$ cat config.mk
export PLATFORM = sky130hd
export DESIGN_NAME = rrip_ctrl
export DESIGN_NICKNAME = d
export VERILOG_FILES = /design/src/rtl/rrip_pkg.sv /design/src/rtl/rrip_ctrl.sv
export SDC_FILE = /design/constraint.sdc
export NUM_CORES = 1
export LEC_CHECK = 0
export BUFFER_PORTS_ARGS = -buffer_cell sky130_fd_sc_hd__buf_2
export CORE_AREA = 2 2 39 41
export CTS_CLUSTER_DIAMETER = 40
export CTS_CLUSTER_SIZE = 28
export DETAILED_ROUTE_END_ITERATION = 8
export DIE_AREA = 0 0 41 43
export GPL_TIMING_DRIVEN = 1
export SLEW_MARGIN = 10
export SYNTH_ARGS = -nofsm -noshare
export SYNTH_HDL_FRONTEND = slang
export SYNTH_SLANG_ARGS = --single-unit
$ cat constraint.sdc
create_clock -name i_clk -period 1.82 [get_ports i_clk]
set_clock_uncertainty 0.2 [all_clocks]
set_input_delay 0.273 -clock i_clk [delete_from_list [all_inputs] [get_ports i_clk]]
set_output_delay 0.273 -clock i_clk [all_outputs]
set_load 0.01 [all_outputs]
$ cat src/rtl/rrip_pkg.sv
package rrip_pkg;

    localparam int NUM_SETS     = 2048;
    localparam int NUM_WAYS     = 16;
    localparam int LEADER_COUNT = 64;
    localparam int SIG_ENTRIES  = 64;

    localparam int SET_W    = $clog2(NUM_SETS);
    localparam int WAY_W    = $clog2(NUM_WAYS);
    localparam int SIG_W    = $clog2(SIG_ENTRIES);
    localparam int ADDR_W   = 48;
    localparam int STRIDE_W = 49;
    localparam int SEL_W    = 10;
    localparam int ROW_W    = 2 * NUM_WAYS;
    localparam int META_W   = ADDR_W + STRIDE_W + 2;

    localparam logic [SEL_W-1:0] SEL_MID = SEL_W'(512);
    localparam logic [SEL_W-1:0] SEL_MAX = SEL_W'(1023);
    localparam logic [1:0]       RRPV_MAX = 2'd3;
    localparam logic [1:0]       RRPV_NEAR = 2'd2;

    typedef enum logic {
        OP_VICTIM = 1'b0,
        OP_UPDATE = 1'b1
    } t_opcode;

    typedef struct packed {
        logic [0:0]        opcode;
        logic [10:0]       set_index;
        logic [3:0]        way_index;
        logic [47:0]       phys_addr;
        logic [47:0]       prog_counter;
        logic              was_hit;
    } t_in_item;

    typedef struct packed {
        logic [3:0] victim_way;
        logic [1:0] inserted_rrpv;
        logic       streaming_seen;
    } t_out_item;

    typedef enum logic [1:0] {
        ST_CLEAR,
        ST_IDLE,
        ST_READ,
        ST_OUT
    } t_state;

    // controller to datapath
    typedef struct packed {
        logic clear_en;
        logic capture;
        logic compute;
    } t_cmd;

    // datapath to controller
    typedef struct packed {
        logic clear_done;
    } t_status;

endpackage

$ cat src/rtl/rrip_ctrl.sv
module rrip_ctrl (
    input  logic               i_clk,
    input  logic               i_rst_n,
    input  logic               i_in_valid,
    input  logic               i_out_stall,
    input  rrip_pkg::t_status  i_status,
    output rrip_pkg::t_cmd     o_cmd,
    output logic               o_in_stall,
    output logic               o_out_valid
);
    import rrip_pkg::*;

    t_state r_state, n_state;

    // state register
    always_ff @(posedge i_clk) begin
        if (!i_rst_n) begin
            r_state <= ST_CLEAR;
        end else begin
            r_state <= n_state;
        end
    end

    // next state and commands
    always_comb begin
        n_state     = r_state;
        o_cmd       = '0;
        o_in_stall  = 1'b1;
        o_out_valid = 1'b0;
        unique case (r_state)
            ST_CLEAR: begin
                o_cmd.clear_en = 1'b1;
                if (i_status.clear_done) begin
                    n_state = ST_IDLE;
                end
            end
            ST_IDLE: begin
                o_in_stall = 1'b0;
                if (i_in_valid) begin
                    o_cmd.capture = 1'b1;
                    n_state = ST_READ;
                end
            end
            ST_READ: begin
                o_cmd.compute = 1'b1;
                n_state = ST_OUT;
            end
            ST_OUT: begin
                o_out_valid = 1'b1;
                o_in_stall  = i_out_stall;
                if (!i_out_stall) begin
                    if (i_in_valid) begin
                        o_cmd.capture = 1'b1;
                        n_state = ST_READ;
                    end else begin
                        n_state = ST_IDLE;
                    end
                end
            end
            default: n_state = ST_CLEAR;
        endcase
    end
endmodule

# --- After elaboration in Yosys (flattened, before gate mapping) ---
# Index checks and enable logic that the tools add are counted.
word_totals:
  latchBits: 0
  out_inout_bits: 5
  romBits: 0
  regBits: 2
  mem_bits_rw: 0
  in_bits: 5
  mem_count: 0
op_classes:
  n_mul: 0
  n_reduce_logical: 2
  mux: 12
  shifts: 0
  add_sub_neg: 0
  div_mod_pow: 0
  n_bitwise: 0
  n_lt_le_gt_ge: 0
  eq_ne: 6
op_table:
  columns: ["operator", "n"]
  rows:
  - ["two-way mux 2 bit", 4]
  - ["one-hot mux 2 bit (4 select lines)", 1]
  - ["!= test 2 bit, second input constant", 3]
  - ["two-way mux 1 bit", 5]
  - ["equality test 2 bit, second input constant", 2]
  - ["one-hot mux 1 bit (2 select lines)", 2]
  - ["AND reduction 3 bit", 1]
  - ["equality test 2 x 1 -> 1 bit, second input constant", 1]
  - ["zero test 2 bit", 1]

# --- Depth between registers and ports, before layout ---
# Gate-level depths: netlist (run 1).
logic_depth:
  ltp_word: 3
  ltp_mapped: 3
  depth_no_buf: 3

# --- Least setup slack after synthesis (run 1) ---
# No wires, ideal clock.
synth_path:
  path_type: "reg-to-output"
  start: "register r_state[0]"
  end: "output port o_cmd[1] in the netlist's numbering"
  arrival_ns: 0.639
  setup_slack_ns: 0.708
  stages_incl_launch_ff: 3
  cell_sequence: "dfxtp_1 > nand2_2 > a21oi_2"
synth_lines:
  columns: ["element", "line_no", "rtl"]
  rows:
  - ["start, declared", "rrip_ctrl.sv:13", "t_state r_state, n_state;"]
  - ["start signal, assigned", "rrip_ctrl.sv:20", "r_state <= n_state;"]
  - ["end, declared", "rrip_ctrl.sv:7", "output rrip_pkg::t_cmd o_cmd,"]

==> results of run 1 <==
[per-stage QoR]
stage | worst slack, ns | power [mW]
2_1_floorplan | 0.7075 | 0.07086
3_3_place_gp | 0.5685 | 0.08596
3_5_place_dp | 0.5327 | 0.08669
4_1_cts | 0.2903 | 0.1890
5_1_grt | 0.2036 | 0.2001
6_report | 0.3040 | 0.1843
[critical path, cell delays in order (launching register included)]
cell                      delay [ns]
sky130_fd_sc_hd__dfxtp_1        0.42
sky130_fd_sc_hd__nand2_2        0.09
sky130_fd_sc_hd__a21oi_2        0.16
sky130_fd_sc_hd__buf_2          0.16
[layout make-up]
type,instances,area share
flip-flops and latches,2,0.1963
multi-input cells,11,0.3558
inverters,1,0.01840
clock buffers,3,0.1104
well taps,16,0.09816
repair buffers,9,0.2209
[cells in the mapped netlist (all sizes together)]
cell    number
nand2        3
a21oi        1
nor3         1
dfxtp        2
nor3b        1
a21boi       1
and2         1
and2b        1
o21ai        1
nor2         1
inv          1
[cells by family (layout without fill, tap and decap cells)]
group / Yosys count / count (layout) / synth area share
AOI/OAI and AO/OA: 3 / 3 / 0.1828
buffers and inverters: 1 / 13 / 0.03223
DFF: 2 / 2 / 0.3441
and+or+nand+nor: 8 / 8 / 0.4409
[metal layers]
metal	part of all wire	routed length (um)
met1	0.52	160
met5	0	0
met3	0.25	78
met4	0	0
met2	0.22	69
[where the power goes]
group / internal, mW / total [mW] / switching, mW
clock network: 0.0728 / 0.0987 / 0.0259
logic: 0.0161 / 0.0315 / 0.0154
registers: 0.0479 / 0.0540 / 0.00608
total: 0.137 / 0.184 / 0.0474
[worst min path at each step]
stage                       to  cells after the start
floorplan           r_state[1]                      1
global placement    r_state[0]                      2
detailed placement  r_state[0]                      2
CTS                 r_state[1]                      2
global route        r_state[1]                      2
finish              r_state[1]                      2
==> impl.org, run 1 <==
** Timing
- Final max-slew violation count :: 0
- Setup repair after global routing left no endpoint under its margin.
- For this run, the top clock speed supported by timing is ~660 MHz.
- Share of the cycle needed by the critical path after routing :: 0.8330
- On the final layout, the worst hold slack is between 0.1 and 0.15 ns.
- At the pin with the least slew margin, the transition time is around 0.21 ns.
- After routing, the total negative slack on setup checks comes to 0 ns.
- The number of hold violations in the final report came to 0.
- In this run the tightest slew margin relative to its limit is 0.8608.
- The smallest clock period supported by the final layout is computed as ~1.5 ns.
- Setup violations remaining at the end of the flow were counted as 0.

** Clock tree
- Clock latency on the worst-skew pair, taken at its later pin, is roughly 0.23 ns.
- The longest clock path from root to sink contains 2 buffers.
- CTS tree :: yes
- Hold_buf cts :: 0
- CTS built an H-tree with a depth of 1.
- Clock Sink Count :: 2
- The tree is rooted in a sky130_fd_sc_hd__clkbuf_4.
- Postcts setup bufs :: 0
- Once the clock tree was built, the resizer swapped 0 gates to a different size.
- In this run, CTS created clock tree buffers numbering 3.
- Clock transition at the register clock pins on the worst setup and hold paths after CTS :: around 0.030 ns

** Die
- The core region is about 0.0014 mm^2.
- Initial Util :: 0.08409
- Count of standard-cell rows :: 14
- Top-level port count :: 10
- Die area :: ~0.0018 mm^2
- In this run the vertical extent of the chip is between 40 and 50 um.
- The die is between 40 and 50 um wide.

** Run
- The tool flagged a number of max-cap violations equal to 0.

** Placed design
- At the end of routability-driven placement, the weighted congestion stood at roughly 0.6.
- Port Buffer Count :: 9
- Post-detailed-placement cell area :: between 150 and 200 um^2
- Count of placed standard cells including taps :: 39

** Final layout
- Inserted Diodes :: 0
- Layout Nets :: 33
- After filler insertion, the fill cell instance count of the layout stands at between 150 and 200.
- Final cell utilization of the core :: 0.1474
- Synth-to-Final Area Change :: 75.27%
- Flip-flop count of the largest register after layout :: 2
- Most common cell after layout, fill and taps aside :: sky130_fd_sc_hd__buf_2
- In the final layout, the share of cells above drive strength 1 is 0.6538.
- Area of all sequential standard cells :: about 40 um^2
- Layout Cells excl Fill :: between 40 and 50
- Summing all multi-input logic gate instances after layout gives around 73 um^2.
- The register with the most flip-flops in the final layout is r_state.
- Leaving out fill and tap cells, the most frequent cells in the layout are 9 x sky130_fd_sc_hd__buf_2, 3 x sky130_fd_sc_hd__clkbuf_4, 2 x sky130_fd_sc_hd__nand2_1, 2 x sky130_fd_sc_hd__dfxtp_1.
- Summed area of non-filler cells in the final layout :: 203.9 um^2
- Largest registers :: r_state x2

** Worst setup path
- Critical Path Start :: r_state[0]
- Data arrives at the worst endpoint at between 1 and 1.5 ns.
- Data on the critical path is required at its endpoint by around 1.4 ns.
- Along the worst path, the maximum fanout reaches 7.
- Across all register-to-register paths, the minimum setup slack is ~0.78 ns.
- The startpoint identified for the worst register-to-register timing path is r_state[0].
- Capture point of the critical path :: o_cmd[1]
- The worst setup path is captured at an output pin.
- Critical setup path kind :: reg2out
- Number of cells on the worst reg-to-reg path :: 3
- In this run the critical register-to-register path is captured at r_state[0].
- Type of origin of the critical path :: flip-flop

** Synth
- In this run the cell area of the synthesized design comes to 116.4 um^2.
- Largest area contributor in the synthesized netlist :: sky130_fd_sc_hd__dfxtp_1
- Number of warning messages in the yosys log :: 0
- Unique masters post-synth :: 12
- The number of nets handed over by synthesis was 19.
- The share of the Yosys chip area taken by registers is 0.3441.
- After synthesis the netlist holds a flip-flop and latch count of 2.
- Mean instance size in the synthesized netlist :: 8.312 um^2
- Cells after Synth :: 14
- Fraction of synthesized cell area taken by the top area cell type :: 0.3441
- Top post-synthesis cells by area :: sky130_fd_sc_hd__dfxtp_1 34%, sky130_fd_sc_hd__nor3b_2 11%, sky130_fd_sc_hd__a21oi_2 7.5%

** GRT
- Global route total overflow :: 0
- Entering global routing, the biggest net connects 8 pins.
- The number of antenna violations at the first check in global routing came to 0.
- In the global route stage, overall resource usage came out at 0.05205.
- Met3 global-route usage :: 0.06283
- For this run, global-route usage on met2 was measured as 0.04375.
- Busiest metal layer after global routing :: met1
- Via count of the first global-routing pass :: about 130
- The first global-routing pass estimated roughly 520 um of wire.
- For this run, global-route usage on met1 was measured as 0.06369.

** Pwr
- Total power divided by cell area :: roughly 900 mW/mm^2
- Worst IR drop on VDD :: between 0.3 and 0.4 mV
- Static leakage :: 0.09854 nW

** Drt
- Drt drc :: 0
- Across all layers, the routed design uses between 100 and 150 vias.
- The first routing iteration left 3 violations.
- In the final routed layout, each cell accounts on average for 7.310 um.
- DRT Wirelength :: 307 um
- Vias per cell :: ~3.1
- Iteration count of the initial detailed-routing pass :: 2
- Number of antenna-violating nets in the routed design :: 0

** Status
- Result of the run :: complete, no violations

** Worst hold path
- Hold Path Origin :: i_rst_n
- In this run the worst hold path is classified as in2reg.
Note: power is estimated with default switching activity, not from simulation.
==> run 2: changes to the inputs <==
--- a/config.mk
+++ b/config.mk
@@ -5,6 +5,7 @@
 export SDC_FILE = /design/constraint.sdc
 export NUM_CORES = 1
 export LEC_CHECK = 0
+export ABC_AREA = 1
 export BUFFER_PORTS_ARGS = -buffer_cell sky130_fd_sc_hd__buf_2
 export CORE_AREA = 2 2 39 41
 export CTS_CLUSTER_DIAMETER = 40
==> constraint.sdc (replaced) <==
create_clock -name i_clk -period 1.4 [get_ports i_clk]
set_clock_uncertainty 0.2 [all_clocks]
set_input_delay 0.21 -clock i_clk [delete_from_list [all_inputs] [get_ports i_clk]]
set_output_delay 0.21 -clock i_clk [all_outputs]
set_load 0.01 [all_outputs]
==> impl.org, run 2 <==
** Status
- Result of the run :: complete, no violations

** Synth
- Largest family of logic cells by synthesized area :: simple AND/OR/NAND/NOR gates
- Fraction of synthesized cell area taken by the top area cell type :: 0.3299 (-0.01419)
- Number of enable-type register cells in the synthesized netlist :: 0 (unchanged)
- The post-synthesis simple-gate area fraction was 0.3711 (-0.06973).
- The number of warnings issued by yosys came to 0 (unchanged).
- The sequential fraction of the synthesis area is 0.3299 (-0.01419).
- The post-synthesis adder-cell area fraction was 0 (unchanged).
- The net count of the mapped netlist was 26 (+7).
- sky130_fd_sc_hd__nand2_1 is the most common cell in the netlist.
- In the post-synthesis netlist, the biggest area contributors are sky130_fd_sc_hd__dfxtp_1 33%, sky130_fd_sc_hd__nand2_1 25%, sky130_fd_sc_hd__inv_1 15%.
- Flip-flop and latch count after synthesis :: 2 (unchanged)
- Mean instance size in the synthesized netlist :: 5.779 um^2 (-30%)
- The synthesized cell area is 121.4 um^2 (+4.3%).
- By count the netlist is led by 8 x sky130_fd_sc_hd__nand2_1, 5 x sky130_fd_sc_hd__inv_1, 2 x sky130_fd_sc_hd__dfxtp_1.
- The number of distinct standard cells referenced by the synthesized netlist was 9 (-3).
- The instance count of the mapped netlist was 21 (+7).
- The mux share of post-synthesis cell area was 0 (unchanged).
- Post-synthesis compound-gate area fraction :: 0.1134 (-0.06939)
- Xor/xnor cell area share of the yosys netlist :: 0 (unchanged)
- Primary FF master, synth :: sky130_fd_sc_hd__dfxtp_1
- Share of flip-flops with an asynchronous set or reset :: 0 (unchanged)
- Largest area contributor in the synthesized netlist :: sky130_fd_sc_hd__dfxtp_1

** Worst setup path
- The critical path is of the reg2out type.
- Max Fanout on Critical Path :: 5 (-2)
- The required time reported for the critical path endpoint was 0.99 ns (-0.36 ns).
- The register-to-register path setup slack came to 0.45 ns (-0.33 ns).
- The critical path data arrival time was 0.91 ns (-0.13 ns).
- Crit path capture type :: output pin
- Type of origin of the critical path :: flip-flop

** Die
- Count of standard-cell rows :: 14 (unchanged)
- The number of I/O pins came to 10 (unchanged).
- Die area :: 0.001763 mm^2 (unchanged)
- Height of the chip :: 43 um (unchanged)
- The area of the core is 0.001384 mm^2 (unchanged).
- Die width :: 41 um (unchanged)
- Initial Util :: 0.08770 (+0.003616)

** Clock tree
- The total clock sinks is 2 (unchanged).
- Clock transition at the register clock pins on the worst setup and hold paths after CTS :: 0.03 ns (about the same)
- Number of buffers added by the clock tree synthesis step :: 3 (unchanged)
- Number of H-tree levels :: 1 (unchanged)
- Root Driver :: sky130_fd_sc_hd__clkbuf_4
- TritonCTS built the clock tree.
- Postcts setup bufs :: 0 (unchanged)
- The source-to-sink clock delay at the later pin of the worst-skew pair came to 0.22 ns (about the same).
- Deepest clock path buffer count :: 2 (unchanged)

** Final layout
- Flip-flop count of the largest register after layout :: 2 (unchanged)
- The number of nets in the final layout is 41 (+24%).
- Final cell utilization of the core :: 0.1591 (+0.01175)
- The fraction of final layout cells sized beyond drive strength 1 was 0.4412 (-0.2127).
- Ranked by flip-flop count, first place goes to r_state.
- The largest registers in the layout are r_state x2.
- Inserted Diodes :: 0 (unchanged)
- The top cell types in the final layout, fill and taps aside, are 9 x sky130_fd_sc_hd__buf_2, 8 x sky130_fd_sc_hd__nand2_1, 5 x sky130_fd_sc_hd__inv_1.
- The number of cells in the finished layout apart from fillers is 50 (+19%).
- Synth-to-Final Area Change :: 81.44%
- Most common cell after layout, fill and taps aside :: sky130_fd_sc_hd__buf_2

** GRT
- Via count of the first global-routing pass :: 125 (-2.3%)
- The met2 usage in global routing is 0.05313 (+0.009375).
- Busiest metal layer after global routing :: met4
- The global-route total usage across every layer came to 0.04805 (-0.004004).
- The met3 demand-to-capacity share in global routing came to 0.03141 (-0.03141).
- The largest net degree at the start of global routing came to 6 (-2).
- Initial antenna violation count :: 0 (unchanged)
- Met1 layer usage reported by global route :: 0.02229 (-0.04140)
- The global route total overflow came to 0 (unchanged).
- First-pass GRT wire length :: 420 um (-20%)

** Drt
- Vias per cell :: 3.080 (-1.3%)
- The number of DRC violations after detailed routing came to 0 (unchanged).
- Iteration count of the initial detailed-routing pass :: 1 (-1)
- The number of DRC markers in iteration 0 is 0 (-3).
- The post-detailed-route wirelength per cell was 6.080 um (-17%).
- DRT Wirelength :: 304 um (-0.98%)
- The via total after detailed routing is 154 (+18%).
- Number of antenna-violating nets in the routed design :: 0 (unchanged)

** Timing
- Setup repair after global routing left no endpoint under its margin.
- The number of hold violations in the final report came to 0 (unchanged).
- The number of pins with negative max-slew slack in the final report was 0 (unchanged).
- Highest Clock Rate :: 755.3 MHz
- The sum of negative setup slack is 0 ns (unchanged).
- Post-layout min period :: around 1.3 ns
- The transition at the pin with the smallest max-transition slack is 0.1545 ns (-0.05277 ns).
- Final setup violation count :: 0 (unchanged)
- Share of the cycle needed by the critical path after routing :: 0.9457
- The max-slew headroom at the worst pin is 0.8969 (+0.03610).
- The slack of the critical path came to 0.07605 ns (-0.2280 ns).

** Placed design
- Detailed placement ended at an HPWL of between 200 and 250 um.
- The number of buffers added on ports came to 9 (unchanged).
- The total instance count after detailed placement came to 46 (+18%).
- Post-place setup slack :: 0.2424 ns (-0.2903 ns)
- Routability congestion estimate from global placement :: 0.5073 (-14%)

** Worst hold path
- Type of the tightest min-delay check :: in2reg

** Pwr
- The reported leakage power is 0.1347 nW (+37%).
- Total power consumption of the routed design :: 249.4 uW (+35%)
- Total power divided by cell area :: 1132 mW/mm^2 (+25%)
- The maximum resistive drop on vdd was 0.1744 mV (-47%).

** Run
- Max Cap Viol :: 0 (unchanged)
==> run 2: power by group <==
| part | switching [mW] | leakage (nW) | internal, mW |
|---|---|---|---|
| logic | 0.0286 | 0.104 | 0.0248 |
| registers | 0.00696 | 0.0168 | 0.0643 |
| clock network | 0.0305 | 0.0138 | 0.0943 |
| total | 0.0660 | 0.135 | 0.183 |
==> run 2: routing by layer <==
| layer | vias to the layer above | share of wire |
|---|---|---|
| met1 | 62 | 0.40 |
| met5 | - | 0 |
| met4 | 0 | 0 |
| li1 | 86 | - |
| met2 | 6 | 0.51 |
| met3 | 0 | 0.089 |
==> run 2: logic make-up (layout without fill, tap and decap cells) <==
kind of cell,Yosys count,in the layout
buf+inv,6,19
flops,2,2
simple gates,11,11
compound gates,2,2
==> run 2: layout make-up <==
class	instances	area, um^2
fill	167	1164
multi-input combinational	13	58.81
timing repair buffer	10	55.05
sequential	2	41.29
clock buffer	3	22.52
inverter	6	22.52
tap	16	20.02
==> run 2: per-stage QoR <==
step                      hold slack (ns)  instance area, um^2
after floorplan                    0.1076                121.4
after global placement             0.2118                186.4
after detailed placement           0.2129                186.4
after CTS                         0.06256                219.0
after global routing              0.04552                220.2
final                             0.06561                220.2
==> run 2: what timing repair did <==
action / CTS / global route
setup endpoints to repair: 0 / 1
hold buffers: 1 / 0
gates resized for setup: 0 / 1
endpoints found under the hold margin: 1 / 0
==> run 2: final timing paths <==
kind	startpoint	end	cells after the start
worst max-delay path	r_state[0]	o_cmd[1]	3
worst min register to register	r_state[0]	r_state[0]	3
worst min-delay path	i_out_stall	r_state[0]	3
worst max register to register	r_state[1]	r_state[0]	4
==> run 2: critical path: stages, from the launching register on <==
cell and delay (ns):
sky130_fd_sc_hd__dfxtp_2 0.35, sky130_fd_sc_hd__nand2_1 0.09, sky130_fd_sc_hd__a21oi_1 0.12, sky130_fd_sc_hd__buf_2 0.14
